==> config.mk <==
export PLATFORM = sky130hd
export DESIGN_NAME = char_lcd_write_sequencer_flat
export DESIGN_NICKNAME = d
export VERILOG_FILES = /design/src/hdl/clws_pkg.sv /design/src/hdl/clws_channels.sv /design/src/hdl/clws_digits.sv /design/src/hdl/clws_sequencer.sv /design/src/hdl/char_lcd_write_sequencer.sv /design/src/flat_wrapper.sv
export SDC_FILE = /design/constraint.sdc
export NUM_CORES = 1
export LEC_CHECK = 0
export BUFFER_PORTS_ARGS = -buffer_cell sky130_fd_sc_hd__buf_2
export CAP_MARGIN = 20
export CORE_ASPECT_RATIO = 1.25
export CORE_MARGIN = 2
export CORE_UTILIZATION = 45
export CTS_BUF_LIST = sky130_fd_sc_hd__clkbuf_2 sky130_fd_sc_hd__clkbuf_4 sky130_fd_sc_hd__clkbuf_8
export DETAILED_ROUTE_END_ITERATION = 10
export GPL_TIMING_DRIVEN = 1
export SLEW_MARGIN = 10
export SYNTH_ARGS = -nofsm -noshare
export SYNTH_HDL_FRONTEND = slang
export SYNTH_SLANG_ARGS = --single-unit
export TNS_END_PERCENT = 20
==> constraint.sdc <==
create_clock -name clk -period 6.1 [get_ports clk]
set_clock_uncertainty 0.1 [all_clocks]
set_input_delay 0.61 -clock clk [delete_from_list [all_inputs] [get_ports clk]]
set_output_delay 0.61 -clock clk [all_outputs]
set_load 0.02 [all_outputs]
==> src/hdl/clws_pkg.sv <==
// Shared types, constants and the microprogram for the character-LCD write sequencer.
// Depends on nothing; the digit unit, sequencer, top level and testbench import it.
package clws_pkg;

  localparam int UPC_W = 4;
  localparam int NUM_DIGITS = 10;
  localparam int DIG_CNT_W = 4;
  localparam int CONV_CNT_W = 5;
  localparam int NUMBER_W = 32;
  localparam int BCD_W = 4 * NUM_DIGITS;

  localparam logic [7:0] LCD_FUNC_SET = 8'h38;
  localparam logic [7:0] LCD_DISP_ON = 8'h0C;
  localparam logic [7:0] LCD_CLEAR = 8'h01;
  localparam logic [7:0] ASCII_ZERO = 8'h30;

  typedef enum logic [2:0] {
    OP_INIT    = 3'd0,
    OP_COMMAND = 3'd1,
    OP_CHAR    = 3'd2,
    OP_GOTO    = 3'd3,
    OP_NUMBER  = 3'd4,
    OP_GLYPH   = 3'd5
  } op_t;

  typedef enum logic [2:0] {
    SRC_CONST,
    SRC_BYTE,
    SRC_GOTO,
    SRC_CGADDR,
    SRC_PAT,
    SRC_SLOT,
    SRC_DIGIT
  } src_t;

  typedef enum logic [2:0] {
    SQ_NEXT,
    SQ_END,
    SQ_PLOOP,
    SQ_WAIT,
    SQ_DLOOP
  } seq_t;

  typedef struct packed {
    logic       emit;
    logic       rs;
    logic       last;
    src_t       src;
    logic [7:0] konst;
    seq_t       seq;
  } uword_t;

  typedef struct packed {
    logic   busy;
    logic   fire;
    logic   last;
    uword_t word;
  } seq_ctl_t;

  typedef struct packed {
    logic can_emit;
    logic dig_ready;
    logic dig_last;
    logic idx_last;
  } seq_stat_t;

  typedef struct packed {
    logic       ready;
    logic       last;
    logic [3:0] digit;
  } dig_stat_t;

  localparam logic [UPC_W-1:0] UA_INIT  = 4'd0;
  localparam logic [UPC_W-1:0] UA_CMD   = 4'd3;
  localparam logic [UPC_W-1:0] UA_CHR   = 4'd4;
  localparam logic [UPC_W-1:0] UA_GOTO  = 4'd5;
  localparam logic [UPC_W-1:0] UA_NUM   = 4'd6;
  localparam logic [UPC_W-1:0] UA_GLYPH = 4'd8;

  function automatic uword_t mk(input logic emit, input logic rs, input logic last,
                                input src_t src, input logic [7:0] konst, input seq_t seq);
    uword_t w;
    w.emit  = emit;
    w.rs    = rs;
    w.last  = last;
    w.src   = src;
    w.konst = konst;
    w.seq   = seq;
    return w;
  endfunction

  // The program: one word per step. Loops hold the step counter until their exit condition.
  function automatic uword_t ucode_rom(input logic [UPC_W-1:0] addr);
    uword_t w;
    case (addr)
      4'd0:    w = mk(1'b1, 1'b0, 1'b0, SRC_CONST,  LCD_FUNC_SET, SQ_NEXT);
      4'd1:    w = mk(1'b1, 1'b0, 1'b0, SRC_CONST,  LCD_DISP_ON,  SQ_NEXT);
      4'd2:    w = mk(1'b1, 1'b0, 1'b1, SRC_CONST,  LCD_CLEAR,    SQ_END);
      4'd3:    w = mk(1'b1, 1'b0, 1'b1, SRC_BYTE,   8'h00,        SQ_END);
      4'd4:    w = mk(1'b1, 1'b1, 1'b1, SRC_BYTE,   8'h00,        SQ_END);
      4'd5:    w = mk(1'b1, 1'b0, 1'b1, SRC_GOTO,   8'h00,        SQ_END);
      4'd6:    w = mk(1'b0, 1'b0, 1'b0, SRC_CONST,  8'h00,        SQ_WAIT);
      4'd7:    w = mk(1'b1, 1'b1, 1'b0, SRC_DIGIT,  8'h00,        SQ_DLOOP);
      4'd8:    w = mk(1'b1, 1'b0, 1'b0, SRC_CGADDR, 8'h00,        SQ_NEXT);
      4'd9:    w = mk(1'b1, 1'b1, 1'b0, SRC_PAT,    8'h00,        SQ_PLOOP);
      4'd10:   w = mk(1'b1, 1'b0, 1'b0, SRC_GOTO,   8'h00,        SQ_NEXT);
      4'd11:   w = mk(1'b1, 1'b1, 1'b1, SRC_SLOT,   8'h00,        SQ_END);
      default: w = mk(1'b0, 1'b0, 1'b0, SRC_CONST,  8'h00,        SQ_END);
    endcase
    return w;
  endfunction

  function automatic logic [UPC_W-1:0] entry_of(input op_t op);
    logic [UPC_W-1:0] a;
    unique case (op)
      OP_INIT:    a = UA_INIT;
      OP_COMMAND: a = UA_CMD;
      OP_CHAR:    a = UA_CHR;
      OP_GOTO:    a = UA_GOTO;
      OP_NUMBER:  a = UA_NUM;
      OP_GLYPH:   a = UA_GLYPH;
      default:    a = UA_INIT;
    endcase
    return a;
  endfunction

  function automatic logic op_known(input logic [2:0] op);
    return op <= OP_GLYPH;
  endfunction

endpackage

==> src/hdl/clws_channels.sv <==
// Request and bus-write channel interfaces of the character-LCD write sequencer.
// Depends on nothing but the field widths, which are fixed.
interface clws_in_if;
  logic        valid;
  logic        ready;
  logic [2:0]  op;
  logic [7:0]  byte_value;
  logic        row;
  logic [5:0]  column;
  logic [31:0] number;
  logic [63:0] pattern;
  logic [2:0]  pattern_slot;

  modport source (output valid, op, byte_value, row, column, number, pattern, pattern_slot,
                  input ready);
  modport sink (input valid, op, byte_value, row, column, number, pattern, pattern_slot,
                output ready);
endinterface

interface clws_out_if;
  logic       valid;
  logic       ready;
  logic       register_select;
  logic [7:0] bus_byte;
  logic       last;

  modport source (output valid, register_select, bus_byte, last, input ready);
  modport sink (input valid, register_select, bus_byte, last, output ready);
endinterface

==> src/hdl/clws_digits.sv <==
// Binary to decimal unit: shift-and-add-3 conversion, one bit per cycle, then leading-zero
// removal and digit delivery most significant first. Depends on clws_pkg.
module clws_digits (
  input  logic                          clk,
  input  logic                          rst_n,
  input  logic                          start,
  input  logic [clws_pkg::NUMBER_W-1:0] value,
  input  logic                          pop,
  output clws_pkg::dig_stat_t           stat
);
  import clws_pkg::*;

  typedef enum logic [1:0] {D_IDLE, D_CONV, D_NORM, D_READY} dstate_t;

  dstate_t               state_r;
  logic [NUMBER_W-1:0]   bin_r;
  logic [BCD_W-1:0]      bcd_r;
  logic [BCD_W-1:0]      adj;
  logic [CONV_CNT_W-1:0] cnt_r;
  logic [DIG_CNT_W-1:0]  ndig_r;

  always_comb begin
    for (int i = 0; i < NUM_DIGITS; i++) begin
      if (bcd_r[4*i +: 4] >= 4'd5) begin
        adj[4*i +: 4] = bcd_r[4*i +: 4] + 4'd3;
      end else begin
        adj[4*i +: 4] = bcd_r[4*i +: 4];
      end
    end
  end

  always_ff @(posedge clk) begin
    if (!rst_n) begin
      state_r <= D_IDLE;
    end else begin
      unique case (state_r)
        D_IDLE: begin
          if (start) begin
            bin_r   <= value;
            bcd_r   <= '0;
            cnt_r   <= '0;
            state_r <= D_CONV;
          end
        end
        D_CONV: begin
          bcd_r <= {adj[BCD_W-2:0], bin_r[NUMBER_W-1]};
          bin_r <= {bin_r[NUMBER_W-2:0], 1'b0};
          cnt_r <= cnt_r + 1'b1;
          if (cnt_r == CONV_CNT_W'(NUMBER_W - 1)) begin
            ndig_r  <= DIG_CNT_W'(NUM_DIGITS);
            state_r <= D_NORM;
          end
        end
        D_NORM: begin
          // Strip leading zeros, but always keep one digit so zero prints as '0'.
          if (bcd_r[BCD_W-1 -: 4] == 4'd0 && ndig_r != DIG_CNT_W'(1)) begin
            bcd_r  <= {bcd_r[BCD_W-5:0], 4'd0};
            ndig_r <= ndig_r - 1'b1;
          end else begin
            state_r <= D_READY;
          end
        end
        D_READY: begin
          if (pop) begin
            bcd_r  <= {bcd_r[BCD_W-5:0], 4'd0};
            ndig_r <= ndig_r - 1'b1;
            if (ndig_r == DIG_CNT_W'(1)) begin
              state_r <= D_IDLE;
            end
          end
        end
        default: state_r <= D_IDLE;
      endcase
    end
  end

  assign stat.ready = (state_r == D_READY);
  assign stat.last  = (ndig_r == DIG_CNT_W'(1));
  assign stat.digit = bcd_r[BCD_W-1 -: 4];

endmodule

==> src/hdl/clws_sequencer.sv <==
// Microprogram sequencer: step counter, control store lookup and conditional jumps.
// Depends on clws_pkg for the control word layout and the program.
module clws_sequencer (
  input  logic                      clk,
  input  logic                      rst_n,
  input  logic                      start,
  input  clws_pkg::op_t             op,
  input  clws_pkg::seq_stat_t       stat,
  output clws_pkg::seq_ctl_t        ctl
);
  import clws_pkg::*;

  logic             busy_r;
  logic             busy_nxt;
  logic [UPC_W-1:0] upc_r;
  logic [UPC_W-1:0] upc_nxt;
  uword_t           word;
  logic             fire;

  assign word = ucode_rom(upc_r);

  always_comb begin
    if (word.emit) begin
      fire = busy_r && stat.can_emit;
    end else if (word.seq == SQ_WAIT) begin
      fire = busy_r && stat.dig_ready;
    end else begin
      fire = busy_r;
    end
  end

  always_comb begin
    busy_nxt = busy_r;
    upc_nxt  = upc_r;
    if (start) begin
      busy_nxt = 1'b1;
      upc_nxt  = entry_of(op);
    end else if (fire) begin
      unique case (word.seq) inside
        SQ_NEXT, SQ_WAIT: upc_nxt = upc_r + 1'b1;
        SQ_END:           busy_nxt = 1'b0;
        SQ_PLOOP: begin
          if (stat.idx_last) begin
            upc_nxt = upc_r + 1'b1;
          end
        end
        SQ_DLOOP: begin
          if (stat.dig_last) begin
            busy_nxt = 1'b0;
          end
        end
        default: busy_nxt = 1'b0;
      endcase
    end
  end

  always_ff @(posedge clk) begin
    if (!rst_n) begin
      busy_r <= 1'b0;
    end else begin
      busy_r <= busy_nxt;
    end
    upc_r <= upc_nxt;
  end

  assign ctl.busy = busy_r;
  assign ctl.fire = fire;
  assign ctl.word = word;
  assign ctl.last = word.last || (word.seq == SQ_DLOOP && stat.dig_last);

endmodule

==> src/hdl/char_lcd_write_sequencer.sv <==
// Character-LCD write sequencer top level: request capture, byte datapath, output register.
// Depends on clws_pkg, clws_channels, clws_digits and clws_sequencer.
//
// Usage: a request on in_ch selects one of six operations (init, raw command, character,
// goto, number, custom glyph). It becomes a run of bus writes on out_ch, each tagged as
// command (register_select 0) or data (register_select 1), with last set on the final one.
// Unknown op codes are taken and produce no writes.
// in_ch.ready is high while no run is in progress; one request is worked on at a time.
// A write is registered at its program step and appears on out_ch in the cycle after it;
// further writes follow back to back while out_ch.ready stays high, and the next request
// can be taken in the cycle after the last step.
// Numbers first pass through the decimal unit (bit-serial conversion of all 32 bits, then
// leading-zero stripping) while the program holds on one wait step; then comes one write
// per digit. Stripped zeros and digits always add up to ten.
// A stalled receiver holds the output register; the program simply waits on that step.
// Reset (rst_n low at a clock edge) ends any run and drops a pending write.
module char_lcd_write_sequencer (
  input  logic             clk,
  input  logic             rst_n,
  clws_in_if.sink          in_ch,
  clws_out_if.source       out_ch
);
  import clws_pkg::*;

  seq_ctl_t   ctl;
  seq_stat_t  sstat;
  dig_stat_t  dstat;
  logic       accept;
  logic       start;
  logic       dig_pop;
  logic [7:0] sel_byte;
  logic       emit_now;

  logic [7:0]  byte_r;
  logic        row_r;
  logic [5:0]  col_r;
  logic [63:0] pat_r;
  logic [2:0]  slot_r;
  logic [2:0]  idx_r;

  logic       out_valid_r;
  logic       out_valid_nxt;
  logic       out_rs_r;
  logic [7:0] out_byte_r;
  logic       out_last_r;

  assign in_ch.ready = !ctl.busy;
  assign accept      = in_ch.valid && in_ch.ready;
  assign start       = accept && op_known(in_ch.op);

  clws_sequencer u_seq (
    .clk   (clk),
    .rst_n (rst_n),
    .start (start),
    .op    (op_t'(in_ch.op)),
    .stat  (sstat),
    .ctl   (ctl)
  );

  clws_digits u_digits (
    .clk   (clk),
    .rst_n (rst_n),
    .start (start && in_ch.op == OP_NUMBER),
    .value (in_ch.number),
    .pop   (dig_pop),
    .stat  (dstat)
  );

  assign sstat.can_emit  = !out_valid_r || out_ch.ready;
  assign sstat.dig_ready = dstat.ready;
  assign sstat.dig_last  = dstat.last;
  assign sstat.idx_last  = (idx_r == 3'd7);

  assign emit_now = ctl.fire && ctl.word.emit;
  assign dig_pop  = emit_now && ctl.word.src == SRC_DIGIT;

  always_comb begin
    case (ctl.word.src)
      SRC_CONST:  sel_byte = ctl.word.konst;
      SRC_BYTE:   sel_byte = byte_r;
      SRC_GOTO:   sel_byte = {1'b1, row_r, col_r};
      SRC_CGADDR: sel_byte = {2'b01, slot_r, 3'b000};
      SRC_PAT:    sel_byte = pat_r[7:0];
      SRC_SLOT:   sel_byte = {5'b00000, slot_r};
      SRC_DIGIT:  sel_byte = ASCII_ZERO + {4'b0000, dstat.digit};
      default:    sel_byte = ctl.word.konst;
    endcase
  end

  always_ff @(posedge clk) begin
    if (accept) begin
      byte_r <= in_ch.byte_value;
      row_r  <= in_ch.row;
      col_r  <= in_ch.column;
      pat_r  <= in_ch.pattern;
      slot_r <= in_ch.pattern_slot;
      idx_r  <= 3'd0;
    end else if (emit_now && ctl.word.src == SRC_PAT) begin
      pat_r <= {8'h00, pat_r[63:8]};
      idx_r <= idx_r + 1'b1;
    end
  end

  always_comb begin
    if (emit_now) begin
      out_valid_nxt = 1'b1;
    end else if (out_ch.ready) begin
      out_valid_nxt = 1'b0;
    end else begin
      out_valid_nxt = out_valid_r;
    end
  end

  always_ff @(posedge clk) begin
    if (!rst_n) begin
      out_valid_r <= 1'b0;
    end else begin
      out_valid_r <= out_valid_nxt;
    end
    if (emit_now) begin
      out_rs_r   <= ctl.word.rs;
      out_byte_r <= sel_byte;
      out_last_r <= ctl.last;
    end
  end

  assign out_ch.valid           = out_valid_r;
  assign out_ch.register_select = out_rs_r;
  assign out_ch.bus_byte        = out_byte_r;
  assign out_ch.last            = out_last_r;

endmodule

==> src/flat_wrapper.sv <==
// flat-port wrapper written by rule: the top's interface ports become plain ports
module char_lcd_write_sequencer_flat import clws_pkg::*;
  (clk, rst_n, in_ch_valid, in_ch_op, in_ch_byte_value, in_ch_row, in_ch_column, in_ch_number, in_ch_pattern, in_ch_pattern_slot, in_ch_ready, out_ch_valid, out_ch_register_select, out_ch_bus_byte, out_ch_last, out_ch_ready);
  clws_in_if in_ch_i ();
  clws_out_if out_ch_i ();
  input  logic clk;
  input  logic rst_n;
  input wire logic [$bits(in_ch_i.valid)-1:0] in_ch_valid;
  input wire logic [$bits(in_ch_i.op)-1:0] in_ch_op;
  input wire logic [$bits(in_ch_i.byte_value)-1:0] in_ch_byte_value;
  input wire logic [$bits(in_ch_i.row)-1:0] in_ch_row;
  input wire logic [$bits(in_ch_i.column)-1:0] in_ch_column;
  input wire logic [$bits(in_ch_i.number)-1:0] in_ch_number;
  input wire logic [$bits(in_ch_i.pattern)-1:0] in_ch_pattern;
  input wire logic [$bits(in_ch_i.pattern_slot)-1:0] in_ch_pattern_slot;
  output wire logic [$bits(in_ch_i.ready)-1:0] in_ch_ready;
  output wire logic [$bits(out_ch_i.valid)-1:0] out_ch_valid;
  output wire logic [$bits(out_ch_i.register_select)-1:0] out_ch_register_select;
  output wire logic [$bits(out_ch_i.bus_byte)-1:0] out_ch_bus_byte;
  output wire logic [$bits(out_ch_i.last)-1:0] out_ch_last;
  input wire logic [$bits(out_ch_i.ready)-1:0] out_ch_ready;
  assign in_ch_i.valid = in_ch_valid;
  assign in_ch_i.op = in_ch_op;
  assign in_ch_i.byte_value = in_ch_byte_value;
  assign in_ch_i.row = in_ch_row;
  assign in_ch_i.column = in_ch_column;
  assign in_ch_i.number = in_ch_number;
  assign in_ch_i.pattern = in_ch_pattern;
  assign in_ch_i.pattern_slot = in_ch_pattern_slot;
  assign in_ch_ready = in_ch_i.ready;
  assign out_ch_valid = out_ch_i.valid;
  assign out_ch_register_select = out_ch_i.register_select;
  assign out_ch_bus_byte = out_ch_i.bus_byte;
  assign out_ch_last = out_ch_i.last;
  assign out_ch_i.ready = out_ch_ready;
  char_lcd_write_sequencer u_core (.clk(clk), .rst_n(rst_n), .in_ch(in_ch_i), .out_ch(out_ch_i));
endmodule
# Word-level counts from Yosys, hierarchy flattened
# Memory sizes are Yosys's and may differ from the RTL's. A register that Yosys moved wholly into a read port is not among the register bits.
# Index checks and enable logic that the tools add are counted.
classes:
  addsub: 15
  order_cmp: 11
  eq_ne: 30
  mux: 45
  n_reduce_logical: 31
op_table:
  columns: ["cell", "count"]
  rows:
  - ["40-bit one-hot mux with 4 select lines", 1]
  - ["64-bit two-way mux", 2]
  - ["40-bit two-way mux", 3]
  - ["4-bit two-way mux", 16]
  - ["32-bit one-hot mux with 2 select lines", 1]
  - ["8-bit one-hot mux with 6 select lines", 1]
  - ["4-bit by 3-bit greater-or-equal comparator with 1-bit output (second input constant)", 10]
  - ["4-bit by 2-bit adder with 4-bit output (second input constant)", 9]
  - ["32-bit two-way mux", 1]
  - ["3-bit equality test (second input constant)", 7]
  - ["4-bit one-hot mux with 5 select lines", 1]
  - ["3-bit by 2-bit equality test with 1-bit output (second input constant)", 6]
  - ["4-bit one-hot mux with 3 select lines", 1]
  - ["1-bit logical AND", 10]
  - ["2-bit two-way mux", 5]
  - ["2-bit != test (second input constant)", 5]
  - ["5-bit one-hot mux with 2 select lines", 1]
  - ["5-bit AND reduction", 2]
  - ["3-bit AND reduction", 3]
  - ["2-bit one-hot mux with 4 select lines", 1]
  - ["4-bit one-hot mux with 2 select lines", 1]
  - ["2-bit nonzero test", 4]
  - ["6-bit by 4-bit adder with 7-bit output (first input constant)", 1]
  - ["1-bit two-way mux", 7]
  - ["27 further kinds", 33]
totals:
  register_bits: 184
  rom_bits: 224
  inputBits: 121
  output_inout_bits: 12
  word_cells: 150
  memories: 1
memory_table:
  columns: ["memory", "words", "width", "rd", "rd_ports_with_merged_regs", "write_ports", "line_no", "source"]
  rows:
  - ["(name not given)", 16, 14, 1, 1, 0, "clws_pkg.sv:95", "case (addr)"]

# Longest topological paths before layout
# Gate-level depths: netlist of run 1.
logic_depth:
  word_depth: 8
  ltp_mapped: 12
  depth_no_buf: 12

# By module
# From an unflattened synthesis of run 1, not the netlist that was laid out.
unflattened:
  cells_unflattened: 884
  area_unflattened_um2: 9905.8
modules_own_cells:
  columns: ["mod", "n_inst", "cells_per_inst", "area_per_inst_um2", "seq_area_each_um2"]
  rows:
  - ["clws_digits", 1, 391, 4614.4, 2472.4]
  - ["char_lcd_write_sequencer", 1, 392, 4275.4, 2842.7]
  - ["clws_sequencer", 1, 101, 1016.0, 400.4]

# Least setup slack after synthesis of run 1
# No wires, ideal clock.
synth_timing:
  kind: "register -> register"
  startpoint: "register u_core.u_digits.state_r[1]"
  endpoint: "register u_core.u_digits.bin_r[0], enable pin"
  setup_ns: 0.431
  t_arrival_ns: 2.936
  required_time_ns: 5.569
  slack_ns: 2.633
  stages_incl_launch_ff: 7
  path_buffers: 2
  period_less_slack_ns: 3.467
  cell_sequence: "dfxtp_1 -> inv_1 -> ha_1 -> clkbuf_1 -> clkbuf_1 -> o21ai_0 -> nor2_1"
synth_via:
  elab_chain_cells: 3
  word_cells_on_any_way: 5
  classes_between: "2 x eq/ne; 3 x reduce/logical"
synth_rtl:
  columns: ["item", "line_no", "source"]
  rows:
  - ["from (decl)", "clws_digits.sv:15", "dstate_t state_r;"]
  - ["from (signal assigned)", "clws_digits.sv:34", "state_r <= D_IDLE;"]
  - ["from (signal assigned)", "clws_digits.sv:42", "state_r <= D_CONV;"]
  - ["from (signal assigned)", "clws_digits.sv:51", "state_r <= D_NORM;"]
  - ["2-bit by 1-bit equality test with 1-bit output or 2-bit logical NOT (tied branches)", "clws_digits.sv:36", "unique case (state_r)"]
  - ["2-bit nonzero test (no line) or 2-bit != test (tied branches)", null, null]
  - ["3-bit AND reduction (no line) (*)", null, null]
  - ["to (signal assigned)", "clws_digits.sv:39", "bin_r <= value;"]
  - ["to (signal assigned)", "clws_digits.sv:47", "bin_r <= {bin_r[NUMBER_W-2:0], 1'b0};"]
  - ["to (decl)", "clws_digits.sv:16", "logic [NUMBER_W-1:0] bin_r;"]
# Every way passes the cells marked *; elsewhere a longest branch is shown, timed or not.
# A chain may end at the register's enable or synchronous reset.

# Worst setup path in the final report of run 1
layout_timing:
  startpoint: "register u_core.u_seq.busy_r"
  endpoint: "register u_core.pat_r[26], enable pin"
layout_via:
  elab_chain_cells: 6
  word_cells_on_any_way: 9
  classes_between: "2 x mux; 7 x reduce/logical"
layout_rtl:
  columns: ["item", "line_no", "source"]
  rows:
  - ["from (decl)", "clws_sequencer.sv:13", "logic busy_r;"]
  - ["from (signal assigned)", "clws_sequencer.sv:61", "busy_r <= busy_nxt;"]
  - ["1-bit logical AND", "clws_sequencer.sv:26", "fire = busy_r && stat.dig_ready;"]
  - ["1-bit two-way mux", "clws_sequencer.sv:25", "end else if (word.seq == SQ_WAIT) begin"]
  - ["1-bit two-way mux", "clws_sequencer.sv:23", "if (word.emit) begin"]
  - ["1-bit logical AND", "char_lcd_write_sequencer.sv:74", "assign emit_now = ctl.fire && ctl.word.emit;"]
  - ["1-bit logical AND", "char_lcd_write_sequencer.sv:98", "end else if (emit_now && ctl.word.src == SRC_PAT) begin"]
  - ["2-bit nonzero test (no line) (*)", null, null]
  - ["to (signal assigned)", "char_lcd_write_sequencer.sv:95", "pat_r <= in_ch.pattern;"]
  - ["to (signal assigned)", "char_lcd_write_sequencer.sv:99", "pat_r <= {8'h00, pat_r[63:8]};"]
  - ["to (decl)", "char_lcd_write_sequencer.sv:37", "logic [63:0] pat_r;"]
# Marked as above.

==> results of run 1 <==
[flip-flops by register name, indices dropped and copies added, names as in the netlist]
signal,cells
u_core.byte_r,8
u_core.col_r,6
u_core.idx_r,3
u_core.out_ch.bus_byte,8
u_core.out_ch.last,1
u_core.out_ch.register_select,1
u_core.out_ch.valid,1
u_core.pat_r,64
u_core.row_r,1
u_core.slot_r,3
u_core.u_digits.bcd_r,40
u_core.u_digits.bin_r,32
u_core.u_digits.cnt_r,5
u_core.u_digits.ndig_r,4
u_core.u_digits.state_r,2
u_core.u_seq.busy_r,1
u_core.u_seq.upc_r,4
u_core.u_seq.word,13
[kinds of logic (layout without fill, tap and decap cells)]
logic type      Yosys count  in the layout  share of synthesized area, %
mux                      44             44                         5.217
flops                   197            197                         58.99
fa+ha+maj                39             39                         5.036
buf+inv                  80            210                         3.215
xor+xnor                 26             26                         2.350
compound gates          132            132                         9.272
simple gates            366            366                         15.92
other cells               0              1                             0
[layout make-up]
type	count	area (sq um)	share of cell area, %
Antenna cell	1	2.502	0.02271
Clock buffer	17	234.0	2.124
Clock inverter	15	158.9	1.442
Inverter	41	156.4	1.420
Multi-Input combinational cell	607	3682	33.42
Sequential cell	197	5715	51.88
Tap cell	279	349.1	3.169
Timing Repair Buffer	137	718.2	6.519
[cell usage after synthesis, drive strengths merged (5+ instances only)]
cell type	instances
a21oi	25
a22o	6
a22oi	37
and2	14
buf	5
clkbuf	34
dfxtp	20
edfxtp	177
ha	39
inv	41
mux2	36
mux2i	8
nand2	221
nand2b	18
nand3	6
nor2	83
nor2b	9
o21ai	35
o22ai	5
xnor2	15
xor2	11
[worst max path at each step]
| stage | start | end | slack [ns] |
|---|---|---|---|
| 6_report | u_core.u_seq.busy_r$_SDFFE_PN0P_ | u_core.pat_r[26]$_DFFE_PP_ | 2.77 |
| 5_1_grt | u_core.u_seq.busy_r$_SDFFE_PN0P_ | u_core.pat_r[33]$_DFFE_PP_ | 2.45 |
| 4_1_cts | u_core.u_seq.busy_r$_SDFFE_PN0P_ | u_core.pat_r[30]$_DFFE_PP_ | 2.66 |
| 3_5_place_dp | in_ch_valid | u_core.pat_r[56]$_SDFFCE_PP0P_ | 2.41 |
| 3_3_place_gp | in_ch_valid | u_core.pat_r[57]$_SDFFCE_PP0P_ | 2.43 |
| 2_1_floorplan | u_core.u_digits.state_r[1]$_SDFFE_PN0P_ | u_core.u_digits.bin_r[0]$_SDFFCE_PP0P_ | 2.63 |
[where the power goes]
part / leakage, nW / total [mW] / internal, mW / switching, mW
combinational: 2.40 / 1.03 / 0.436 / 0.591
sequential: 1.85 / 1.96 / 1.79 / 0.176
clock: 0.198 / 0.823 / 0.309 / 0.514
[cell usage in the layout, fill, tap and decap left out, types with 7 or more instances in the layout]
master,count
nand2b_1,17
nor2b_1,9
buf_2,132
and2_1,13
ha_1,37
a22oi_1,36
mux2_2,34
dfxtp_1,20
xor2_1,11
xnor2_1,15
nand2_1,221
edfxtp_1,177
inv_1,39
mux2i_1,7
o21ai_0,34
nor2_1,79
clkbuf_8,17
a21oi_1,24
[routing by layer]
layer  vias up  share of wire (%)  track usage, %  wire length (microns)
met1      3044                 44           21.19                   7992
met4         2                1.1           4.121                    208
li1       3301                  -               -                      -
met5         -              0.071               0                     13
met2       119                 51           26.93                   9292
met3        16                4.0           4.246                    726
[through the flow]
stage | hold slack (ns) | worst slack [ns] | utilization (%) | power (mW) | area [sq um]
finish | 0.2052 | 2.772 | 51.67 | 3.815 | 11020
global route | 0.1665 | 2.445 | 51.67 | 4.061 | 11020
CTS | 0.1680 | 2.658 | 51.53 | 3.858 | 10990
detailed placement | 0.2895 | 2.409 | 49.69 | 3.026 | 10590
global placement | 0.3107 | 2.430 | 49.69 | 3.008 | 10590
floorplan | 0.2855 | 2.633 | - | 2.753 | 9689
==> reports/qor.csv, run 1 <==
stage,metric,value,unit
die,Cell Rows,60,
global_route,initial antenna violation count,2,
clock_network,post-cts resize count,0,
drt,Antenna Nets Post-Route,0,
sta,Max Fclk,300.5,MHz
setup_path,worst path cell trace,nand2b_4 -> inv_2 -> buf_4 -> or2_2 -> buf_4,
cells_and_area,fill count,1970,
setup_path,Worst path top cell family by delay,buffers and inverters,
min_path,Hold Crit Depth,1,
global_route,largest net degree at the start of global routing,87,
die,Die ar.,22730,sq um
drt,routed wire length,18.23,mm
sta,Setup Total Neg Slack,0,ns
clock_network,Skew-Pair Late Insertion Delay,0.47,ns
yosys,"EDFF count, synth",177,
die,die width,135.2,microns
setup_path,CP Launch Type,register,
setup_path,critical-path cell with the highest stage delay,buf_4,
drt,DR WL/cell,14.09,microns
power_and_ir_drop,Leakage,4.446,nW
setup_path,CP required,6.11,ns
min_path,Hold Crit Class,primary input to register,
clock_network,CTS Sinks,197,
drt,via count,6482,
drt,drt via density,5.009,
power_and_ir_drop,Power per Cell Area,346.3,nW/um^2
min_path,hold path start,in_ch_column[4],
clock_network,postcts setup bufs,0,
yosys,syn nets,1044,
yosys,post-synthesis cell count,884,
yosys,share of the synthesized area in the top cell type,54.86,%
outcome,status,"complete, no violations",
cells_and_area,Finished Layout Cells,1294,
clock_network,Num CTS Buffers,17,
cells_and_area,share of layout cells above drive strength 1,22.19,%
place,hpwl dp,12.20,mm
yosys,Synth Area per Inst,10.96,sq um
cells_and_area,nets,1161,
yosys,sequential share of the synthesized area,58.99,%
setup_path,"most used cell, CP",buf_4,
setup_path,crit end category,register,
place,IO buf count,132,
clock_network,hold_buf cts,0,
min_path,Worst Hold End,u_core.col_r[4]$_DFFE_PN_,
setup_path,Crit. path cell count,5,
yosys,"Async S/R FF share, synth",0,%
drt,DRC viols,0,
sta,period utilization,54.55,%
setup_path,critical path class,register to register,
clock_network,CTS tree,done,
setup_path,worst path buffer plus inverter count,3,
sta,slew at the pin with the worst max-slew slack,0.8396,ns
drt,Iteration-0 DRC Markers,361,
yosys,synth unique cells,58,
die,Chip Height,168.1,microns
setup_path,Max stage delay on crit path,0.67,ns
sta,Pins Over Slew Limit,0,
drt,DR pass1 iterations,5,
yosys,Synth area leaders,"edfxtp_1, nand2_1, ha_1",
cells_and_area,Area Overhead vs Synth,13.70,%
clock_network,root buffer cell,clkbuf_8,
place,Placed Instances,1260,
sta,Slew HR,44.03,%
setup_path,worst r2r path cells,5,
yosys,Mapped Area,9689,sq um
setup_path,CP Max Fanout,86,
setup_path,FF-to-FF Start,u_core.u_seq.busy_r$_SDFFE_PN0P_,
clock_network,"CTS clk-pin slew, worst paths",0.11,ns
global_route,grt total ovfl,0,
sta,final hold violations,0,
die,io pins,133,
flow_run,max_cap viols,0,
yosys,register bit total from synthesis,197,
global_route,first-pass GRT wire length,29.39,mm
sta,RSZ-0062 raised after global routing,false,
clock_network,H-tree depth,4,
die,Core ar.,21320,sq um
power_and_ir_drop,Max rail drop VDD,0.1788,mV
yosys,largest area contributor in the netlist,edfxtp_1,
sta,final setup fails,0,
yosys,"Top FF cell, synth",edfxtp_1,
setup_path,arrival time worst endpoint,3.33,ns
sta,crit path time final,3.328,ns
setup_path,r2r setup slk,2.77,ns
clock_network,clock tree buffer depth,2,
die,Initial Utilization,45.45,%
place,RD Place Congestion,0.7432,
yosys,Ys Warns,0,
global_route,total track usage,16.20,%
global_route,vias in the first global route,6021,
setup_path,end of the worst register-to-register path,u_core.pat_r[26]$_DFFE_PP_,
Note: power is estimated with default switching activity, not from simulation.
==> inputs of run 2 (changes only) <==
==> constraint.sdc (replaced) <==
create_clock -name clk -period 3.34 [get_ports clk]
set_clock_uncertainty 0.1 [all_clocks]
set_input_delay 0.334 -clock clk [delete_from_list [all_inputs] [get_ports clk]]
set_output_delay 0.334 -clock clk [all_outputs]
set_load 0.02 [all_outputs]
==> run 2 against run 1 <==
Against the previous run:
- global-route usage increased by 0.99 points
- combinational power increased by 96%
- total power increased by 84%
- first-iteration DRC count decreased by 8.0%
- sequential power increased by 79%
- worst hold slack got worse by 0.18 ns
- clock power increased by 81%
- largest cell class unchanged
- largest power group unchanged
==> reports/qor.csv, run 2 (synthesis results as in run 1) <==
stage,metric,value,unit,change
outcome,status,"complete, no violations",,
die,Initial Utilization,45.45,%,unchanged
cells_and_area,Largest register FFs,64,,unchanged
clock_network,H-tree depth,4,,unchanged
sta,Max Fclk,405.0,MHz,+35%
cells_and_area,share of layout cells above drive strength 1,22.17,%,about the same
setup_path,worst path cell trace,ha_1 -> ha_1 -> nor2b_1 -> o21ai_2 -> a31oi_4 -> inv_4 -> nor2_1 -> nor2_1 -> inv_1 -> ha_1 -> mux2i_1 -> o2bb2ai_1,,
flow_run,max_cap viols,0,,unchanged
power_and_ir_drop,Clk network pwr share,21.2,%,-0.4 points
cells_and_area,Top reg by flops,u_core.pat_r,,
cells_and_area,fill count,1952,,-0.91%
sta,period utilization,73.92,%,+19 points
clock_network,"CTS clk-pin slew, worst paths",0.12,ns,about the same
global_route,first-pass GRT wire length,30.97,mm,+5.4%
power_and_ir_drop,Psw,2.348,mW,+83%
drt,via count,6630,,+2.3%
cells_and_area,Area Overhead vs Synth,18.13,%,
cells_and_area,"most common cell after layout, fill and taps aside",nand2_1,,
global_route,initial antenna violation count,5,,+3
power_and_ir_drop,Max rail drop VDD,0.2991,mV,+67%
clock_network,postcts setup bufs,0,,unchanged
die,die width,135.2,microns,unchanged
drt,DR pass1 iterations,4,,-1
sta,final setup fails,0,,unchanged
place,IO buf count,132,,unchanged
setup_path,Max stage delay on crit path,0.37,ns,-0.30 ns
sta,final hold violations,0,,unchanged
power_and_ir_drop,Comb power frac,28.8,%,+1.9 points
cells_and_area,Util after Layout,53.69,%,+2.0 points
setup_path,crit end category,register,,
global_route,largest net degree at the start of global routing,58,,-33%
power_and_ir_drop,Internal Pwr Total,4.675,mW,+85%
sta,Pins Over Slew Limit,0,,unchanged
setup_path,arrival time worst endpoint,2.70,ns,-0.63 ns
clock_network,Skew-Pair Late Insertion Delay,0.47,ns,about the same
drt,Iteration-0 DRC Markers,332,,-8.0%
setup_path,"most used cell, CP",ha_1,,
drt,drt via density,4.937,,-1.4%
power_and_ir_drop,Leakage,4.639,nW,+4.3%
setup_path,Worst path top cell family by delay,adder cells,,
global_route,grt total ovfl,0,,unchanged
drt,DRC viols,0,,unchanged
power_and_ir_drop,Net Sw Frac,33.43,%,-0.15 points
sta,Slew HR,46.70,%,+2.7 points
die,Chip Height,168.1,microns,unchanged
clock_network,root buffer cell,clkbuf_8,,
power_and_ir_drop,Power per Cell Area,613.6,nW/um^2,+77%
sta,crit path time final,2.469,ns,-0.8588 ns
cells_and_area,most frequent cells in the layout,"nand2_1, edfxtp_1, buf_2",,
clock_network,Num CTS Buffers,17,,unchanged
setup_path,worst path buffer plus inverter count,2,,-1
cells_and_area,nets,1207,,+4.0%
clock_network,clock tree buffer depth,2,,unchanged
sta,slew at the pin with the worst max-slew slack,0.7995,ns,-0.04012 ns
setup_path,critical-path cell with the highest stage delay,dfxtp_1,,
global_route,total track usage,17.20,%,+0.99 points
setup_path,CP required,3.57,ns,-2.54 ns
cells_and_area,biggest regs,"u_core.pat_r x64, u_core.u_digits.bcd_r x40, u_core.u_digits.bin_r x32",,
die,Die ar.,22730,sq um,unchanged
power_and_ir_drop,Seq pwr share,50.0,%,-1.5 points
global_route,vias in the first global route,6582,,+9.3%
drt,routed wire length,18.86,mm,+3.5%
place,RD Place Congestion,0.7633,,+2.7%
place,hpwl dp,12.54,mm,+2.8%
die,Core ar.,21320,sq um,unchanged
clock_network,CTS tree,done,,
clock_network,CTS Sinks,197,,unchanged
drt,Antenna Nets Post-Route,0,,unchanged
setup_path,critical path class,register to register,,
drt,DR WL/cell,14.04,microns,-0.32%
setup_path,CP Launch Type,register,,
die,Cell Rows,60,,unchanged
die,io pins,133,,unchanged
setup_path,CP Max Fanout,8,,-91%
min_path,Hold Crit Class,primary input to register,,
sta,Setup Total Neg Slack,0,ns,unchanged
sta,RSZ-0062 raised after global routing,false,,
==> run 2: changes by cell type in the layout (fill, tap and decap cells not counted), moves of 2 or more <==
cell	delta
clkinv_8	-2
dlygate4sd3_1	+38
clkinv_1	-2
diode_2	+3
clkinv_4	+2
buf_4	+8
==> run 2: area by class of cell <==
| class | instances | area, sq um | area share, % |
|---|---|---|---|
| Clock buffer | 18 | 241.5 | 2.110 |
| Tap cell | 279 | 349.1 | 3.050 |
| Inverter | 41 | 156.4 | 1.366 |
| Clock inverter | 14 | 140.1 | 1.224 |
| Timing Repair Buffer | 183 | 1151 | 10.06 |
| Multi-Input combinational cell | 607 | 3682 | 32.17 |
| Sequential cell | 197 | 5715 | 49.93 |
| Antenna cell | 4 | 10.01 | 0.08745 |
==> run 2: power by group through the flow <==
stage | clock network [mW] | registers (mW) | logic, mW
2_1_floorplan | 0 | 3.53 | 1.50
3_3_place_gp | 0 | 3.56 | 1.99
3_5_place_dp | 0 | 3.57 | 2.01
4_1_cts | 1.54 | 3.51 | 2.05
5_1_grt | 1.62 | 3.57 | 2.30
6_report | 1.49 | 3.51 | 2.02
==> run 2: worst min-delay path, cell delays in order <==
cell and delay [ns]:
buf_2 0.07, nand2_1 0.05, nand2_1 0.05
==> run 2: layer usage <==
| metal | global-route usage [%] | vias to the layer above | routed length (microns) |
|---|---|---|---|
| li1 | - | 3395 | - |
| met1 | 20.73 | 3096 | 8054 |
| met2 | 30.19 | 120 | 9715 |
| met3 | 4.396 | 17 | 862 |
| met4 | 5.208 | 2 | 216 |
| met5 | 0 | - | 13 |
==> run 2: path summary, 6_finish.rpt <==
| kind | end | start | slack, ns | cells after the start |
|---|---|---|---|---|
| max | u_core.u_seq.word[11]$_DFF_P_ | u_core.idx_r[0]$_SDFFE_PN0P_ | 0.87 | 12 |
| min | u_core.pat_r[43]$_DFFE_PP_ | in_ch_pattern[43] | 0.03 | 3 |
| max reg2reg | u_core.u_seq.word[11]$_DFF_P_ | u_core.idx_r[0]$_SDFFE_PN0P_ | 0.87 | 12 |
| min reg2reg | u_core.out_ch.register_select$_DFFE_PN_ | u_core.u_seq.word[15]$_DFF_P_ | 0.34 | 0 |
==> run 2: what timing repair did <==
| action | CTS | global route |
|---|---|---|
| hold endpoints to repair | 38 | 0 |
| resized for setup | 0 | 0 |
| hold buffers | 38 | 0 |
==> run 2: stage by stage <==
| step | hold slack [ns] | area, sq um | worst slack, ns | cells | power [mW] |
|---|---|---|---|---|---|
| after floorplan | 0.2855 | 9692 | 0.06990 | 884 | 5.028 |
| after global placement | 0.3076 | 10670 | 0.8236 | 1269 | 5.546 |
| after detailed placement | 0.3303 | 10670 | 0.7255 | 1269 | 5.578 |
| after CTS | 0.002133 | 11440 | 0.8441 | 1339 | 7.110 |
| after global routing | 0.0003869 | 11440 | 0.7095 | 1342 | 7.489 |
| final | 0.02852 | 11450 | 0.8709 | 1343 | 7.023 |
